File: src/prpi_div.sv
// ----------------------------------------------------------------------------
// Iterative unsigned divider
// Restoring division, one quotient bit per cycle, done pulses at the end.
// ----------------------------------------------------------------------------
module prpi_div #(
  parameter int DIVIDEND_W = 32,
  parameter int DIVISOR_W  = 15
) (
  input  logic                  clk,
  input  logic                  rst,
  input  logic                  start,
  input  logic [DIVIDEND_W-1:0] dividend,
  input  logic [DIVISOR_W-1:0]  divisor,
  output logic                  done,
  output logic [DIVIDEND_W-1:0] quotient
);

  localparam int CNT_W = $clog2(DIVIDEND_W + 1);

  logic                 busy;
  logic [CNT_W-1:0]     count;
  logic [DIVISOR_W-1:0] rem;
  logic [DIVISOR_W-1:0] dsr;
  logic [DIVISOR_W:0]   trial;
  logic                 fits;

  // Shift in the next dividend bit and try a subtraction.
  assign trial = {rem, quotient[DIVIDEND_W-1]};
  assign fits  = (trial >= {1'b0, dsr});

  // Control.
  always_ff @(posedge clk) begin
    if (rst) begin
      busy <= 1'b0;
      done <= 1'b0;
      count <= '0;
    end else if (start) begin
      busy <= 1'b1;
      done <= 1'b0;
      count <= CNT_W'(DIVIDEND_W);
    end else if (busy) begin
      count <= count - 1'b1;
      if (count == CNT_W'(1)) begin
        busy <= 1'b0;
        done <= 1'b1;
      end
    end else begin
      done <= 1'b0;
    end
  end

  // Datapath.
  always_ff @(posedge clk) begin
    if (start) begin
      quotient <= dividend;
      rem <= '0;
      dsr <= divisor;
    end else if (busy) begin
      if (fits) begin
        rem <= DIVISOR_W'(trial - {1'b0, dsr});
      end else begin
        rem <= trial[DIVISOR_W-1:0];
      end
      quotient <= {quotient[DIVIDEND_W-2:0], fits};
    end
  end

endmodule

File: config.mk
export PLATFORM = sky130hd
export DESIGN_NAME = prpi_div
export DESIGN_NICKNAME = d
export VERILOG_FILES = /design/src/prpi_div.sv
export SDC_FILE = /design/constraint.sdc
export NUM_CORES = 1
export LEC_CHECK = 0
export ABC_AREA = 1
export BUFFER_PORTS_ARGS = -buffer_cell sky130_fd_sc_hd__buf_2
export CAP_MARGIN = 40
export CORE_AREA = 2 2 77 108
export DETAILED_ROUTE_END_ITERATION = 10
export DIE_AREA = 0 0 79 110
export PLACE_DENSITY = 0.76
export SYNTH_ARGS = -nofsm -noshare
export SYNTH_HDL_FRONTEND = slang
export SYNTH_SLANG_ARGS = --single-unit
File: constraint.sdc
create_clock -name clk -period 2.7 [get_ports clk]
set_input_delay 0.405 -clock clk [delete_from_list [all_inputs] [get_ports clk]]
set_output_delay 0.405 -clock clk [all_outputs]
set_load 0.05 [all_outputs]
==> impl_metrics.csv <==
group,metric,value,unit
clock_network,cts.clk_slew.worst_paths,0.07,ns
power,peakVddDrop,0.0004301,V
route,drt_iter0_drc,190,
logic_synthesis,synthTopCellsByArea,"edfxtp_1 36%, nand2_1 19%, dfxtp_1 12%, inv_1 6.4%, ha_1 5.4%",
floorplan,core_area,7702,µm²
clock_network,clk_latency,0.35,ns
floorplan,boundaryPins,83,
logic_synthesis,yosysTopAreaCell,"edfxtp_1",
clock_network,cts_tree,"yes",
hold_path,hold_path_end,"dsr[10]",
power,power_density,556.1,nW/µm²
floorplan,start_util,51.49,%
logic_synthesis,synth.avg_cell_area,7.997,µm²
logic_synthesis,synth-seq-cells,70,
power,power.total,0.002579,W
setup_path,cp-start-kind,"flop",
clock_network,post_cts_buffers,0,
placement,placedCellCount,670,
logic_synthesis,yosys_warnings,0,
hold_path,hold_class,"in2reg",
sta,setup_tns,0,ns
layout,post_route_cells_drive_above_1_share,21.50,%
route,viasPerCell,4.883,
global_route,antenna_found_initial,0,
sta,slew_headroom,44.58,%
clock_network,cts_resized,0,
logic_synthesis,yosys.cell_types.count,37,
route,drtAntennaViolNets,0,
route,wl_per_cell,11.89,µm
job,maxCapViolCount,0,
setup_path,r2r_setup_slack,0.57,ns
layout,area_growth,16.91,%
logic_synthesis,ys_seq_area_share,47.19,%
logic_synthesis,postSynthCellCount,496,
global_route,grt_pass1_wl,13900,µm
logic_synthesis,synth_flop_cell,"edfxtp_1",
setup_path,r2r_end,"rem[0]",
power,p_switching,0.0007836,W
sta,worstMarginPinSlew,0.8282,ns
logic_synthesis,synthArstFlopShare,0,%
sta,timing.hold.ws,0.2256,ns
power,power.internal,0.001795,W
setup_path,end_kind,"flop",
global_route,track_usage,20.59,%
power,p_sw_share,30.39,%
hold_path,whs_path_depth,1,
sta,slew_violations,0,
clock_network,cts_hold_buf,0,
global_route,grt_pass1_vias,3263,
power,power_frac_comb,19.7,%
hold_path,hp-start,"divisor[10]",
floorplan,fp.dieH,110,µm
global_route,grt_start_max_net_pins,50,
sta,period_minus_slack,2.130,ns
power,p_leak,2.451,nW
floorplan,die_x,79,µm
setup_path,path_class,"reg2reg",
route,drt_wl_total,8155,µm
sta,hold_viol,0,
sta,setup_viol,0,
clock_network,cts_buffers,9,
setup_path,critPathArrivalTime,2.36,ns
clock_network,cts.sinks,70,
power,seq_power_share,49.6,%
route,dr.pass1.iters,4,
layout,nets,649,
route,drc,0,
placement,hpwl,6233,µm
logic_synthesis,synthesis.nets,564,
placement,io_buffers,82,
route,vias,3350,
layout,num_antenna_cells,0,
layout,post_layout_nonfiller_instances,686,
logic_synthesis,synth-edff-count,47,
power,pwr-share-clk,30.8,%
global_route,overflow,0,
clock_network,cts_buffer_depth,2,
setup_path,r2r_cells,13,
logic_synthesis,synth.top_cell.area_share,35.58,%
setup_path,worstReg2RegStart,"quotient[31]",
sta,fmax,469.5,MHz
floorplan,die_area,8690,µm²
outcome,status,"complete, no violations",
sta,rsz0062_at_grt,"no",
setup_path,required,2.93,ns
sta,timing.final.crit_share,78.88,%
clock_network,root_buffer,"clkbuf_8",
setup_path,cp_max_fo,17,
sta,fin_skew,0.008982,ns
placement,routabilityCongestion,0.8998,
floorplan,fp-row-count,38,
logic_synthesis,mappedNetlistArea,3966,µm²
clock_network,htree_levels,3,
## flip-flops by register name, summed over array words and instances, names as in the netlist
register,flops
quotient,32
busy,1
dsr,15
done,1
count,6
rem,15
## logic make-up after synthesis
family | synth area share (%)
compound gates | 3.281
fa+ha+maj | 5.867
flops | 47.19
simple gates | 33.34
xor+xnor | 1.546
buf+inv | 8.769
## cell usage after synthesis (2+ instances only)
library cell / count
buf_6: 2
nor3_1: 2
nand2_1: 204
nand3_2: 7
dfxtp_1: 23
inv_2: 3
o21ai_1: 5
nand2_2: 7
o21ai_0: 2
edfxtp_1: 47
ha_1: 17
inv_1: 68
nand3_1: 36
nand3b_1: 4
nor2_1: 22
xnor2_1: 3
xor2_1: 4
nand4_1: 4
nor2_4: 3
a21oi_1: 8
a211oi_1: 2
clkbuf_1: 8
## worst max path at each step
| stage | start | endpoint | slack, ns | cells past startpoint |
|---|---|---|---|---|
| finish | quotient[31] | rem[0] | 0.57 | 13 |
| detailed placement | quotient[31] | rem[0] | 0.59 | 13 |
| global placement | quotient[31] | rem[0] | 0.65 | 13 |
| floorplan | quotient[31] | rem[13] | 0.40 | 14 |
| global route | quotient[31] | rem[0] | 0.41 | 13 |
| CTS | quotient[31] | rem[0] | 0.58 | 13 |
## critical path, cell delays in order (launching register included)
cell and delay (ns):
edfxtp_1 0.34, inv_1 0.06, ha_1 0.22, fa_1 0.41
inv_1 0.11, nand2_1 0.05, nand2_1 0.09, nand3_2 0.08
nand3_2 0.10, nand2_4 0.15, nand2_8 0.18, nand2_1 0.07
nand3_1 0.07, o21ai_0 0.08
## per-stage QoR
step	setup slack [ns]	utilization, %	area, µm²
after CTS	0.5759	60.20	4637
final	0.5702	60.20	4637
after detailed placement	0.5902	57.83	4454
after global placement	0.6487	57.83	4454
after floorplan	0.3979	-	3966
after global routing	0.4094	60.20	4637
## cell type report
cell class | count | area [µm²]
Clock inverter | 5 | 51.30
Timing Repair Buffer | 86 | 440.4
Inverter | 72 | 270.3
Sequential cell | 70 | 1872
Clock buffer | 11 | 131.4
Fill cell | 680 | 3065
Multi-Input combinational cell | 342 | 1747
Tap cell | 100 | 125.1
## metal layers
| layer | GRT usage, % | up-vias | wire (µm) |
|---|---|---|---|
| met5 | 0 | - | 0 |
| met4 | 9.729 | 0 | 157 |
| met3 | 6.840 | 13 | 493 |
| met2 | 35.23 | 103 | 4146 |
| met1 | 23.14 | 1495 | 3357 |
| li1 | - | 1739 | - |
## placed cells by master, fill, tap and decap left out, types with 2 or more instances in the layout
| cell type | netlist | layout |
|---|---|---|
| xnor2_1 | 3 | 3 |
| buf_2 | 1 | 82 |
| buf_4 | 0 | 4 |
| clkbuf_1 | 8 | 2 |
| edfxtp_1 | 47 | 47 |
| dfxtp_1 | 23 | 23 |
| nand3_2 | 7 | 7 |
| nand4_1 | 4 | 4 |
| nor2_1 | 22 | 22 |
| clkinv_1 | 1 | 2 |
| o21ai_1 | 5 | 5 |
| clkinv_2 | 0 | 2 |
| nand2_1 | 204 | 204 |
| ha_1 | 17 | 17 |
| nor2_4 | 3 | 3 |
| nand3b_1 | 4 | 4 |
| o21ai_0 | 2 | 2 |
| a21oi_1 | 8 | 8 |
| clkbuf_8 | 0 | 9 |
| xor2_1 | 4 | 4 |
| nor3_1 | 2 | 2 |
| a211oi_1 | 2 | 2 |
| inv_1 | 68 | 68 |
| inv_2 | 3 | 3 |
| nand2_2 | 7 | 7 |
| nand3_1 | 36 | 36 |
## power groups by stage
stage,sequential (W),clock [W],combinational (W)
after detailed placement,0.00130,0,0.000510
final,0.00128,0.000793,0.000508
after floorplan,0.00147,0,0.000193
after CTS,0.00128,0.000812,0.000510
after global routing,0.00129,0.000856,0.000555
after global placement,0.00130,0,0.000502
No activity file was read; power rests on OpenSTA's default activity.
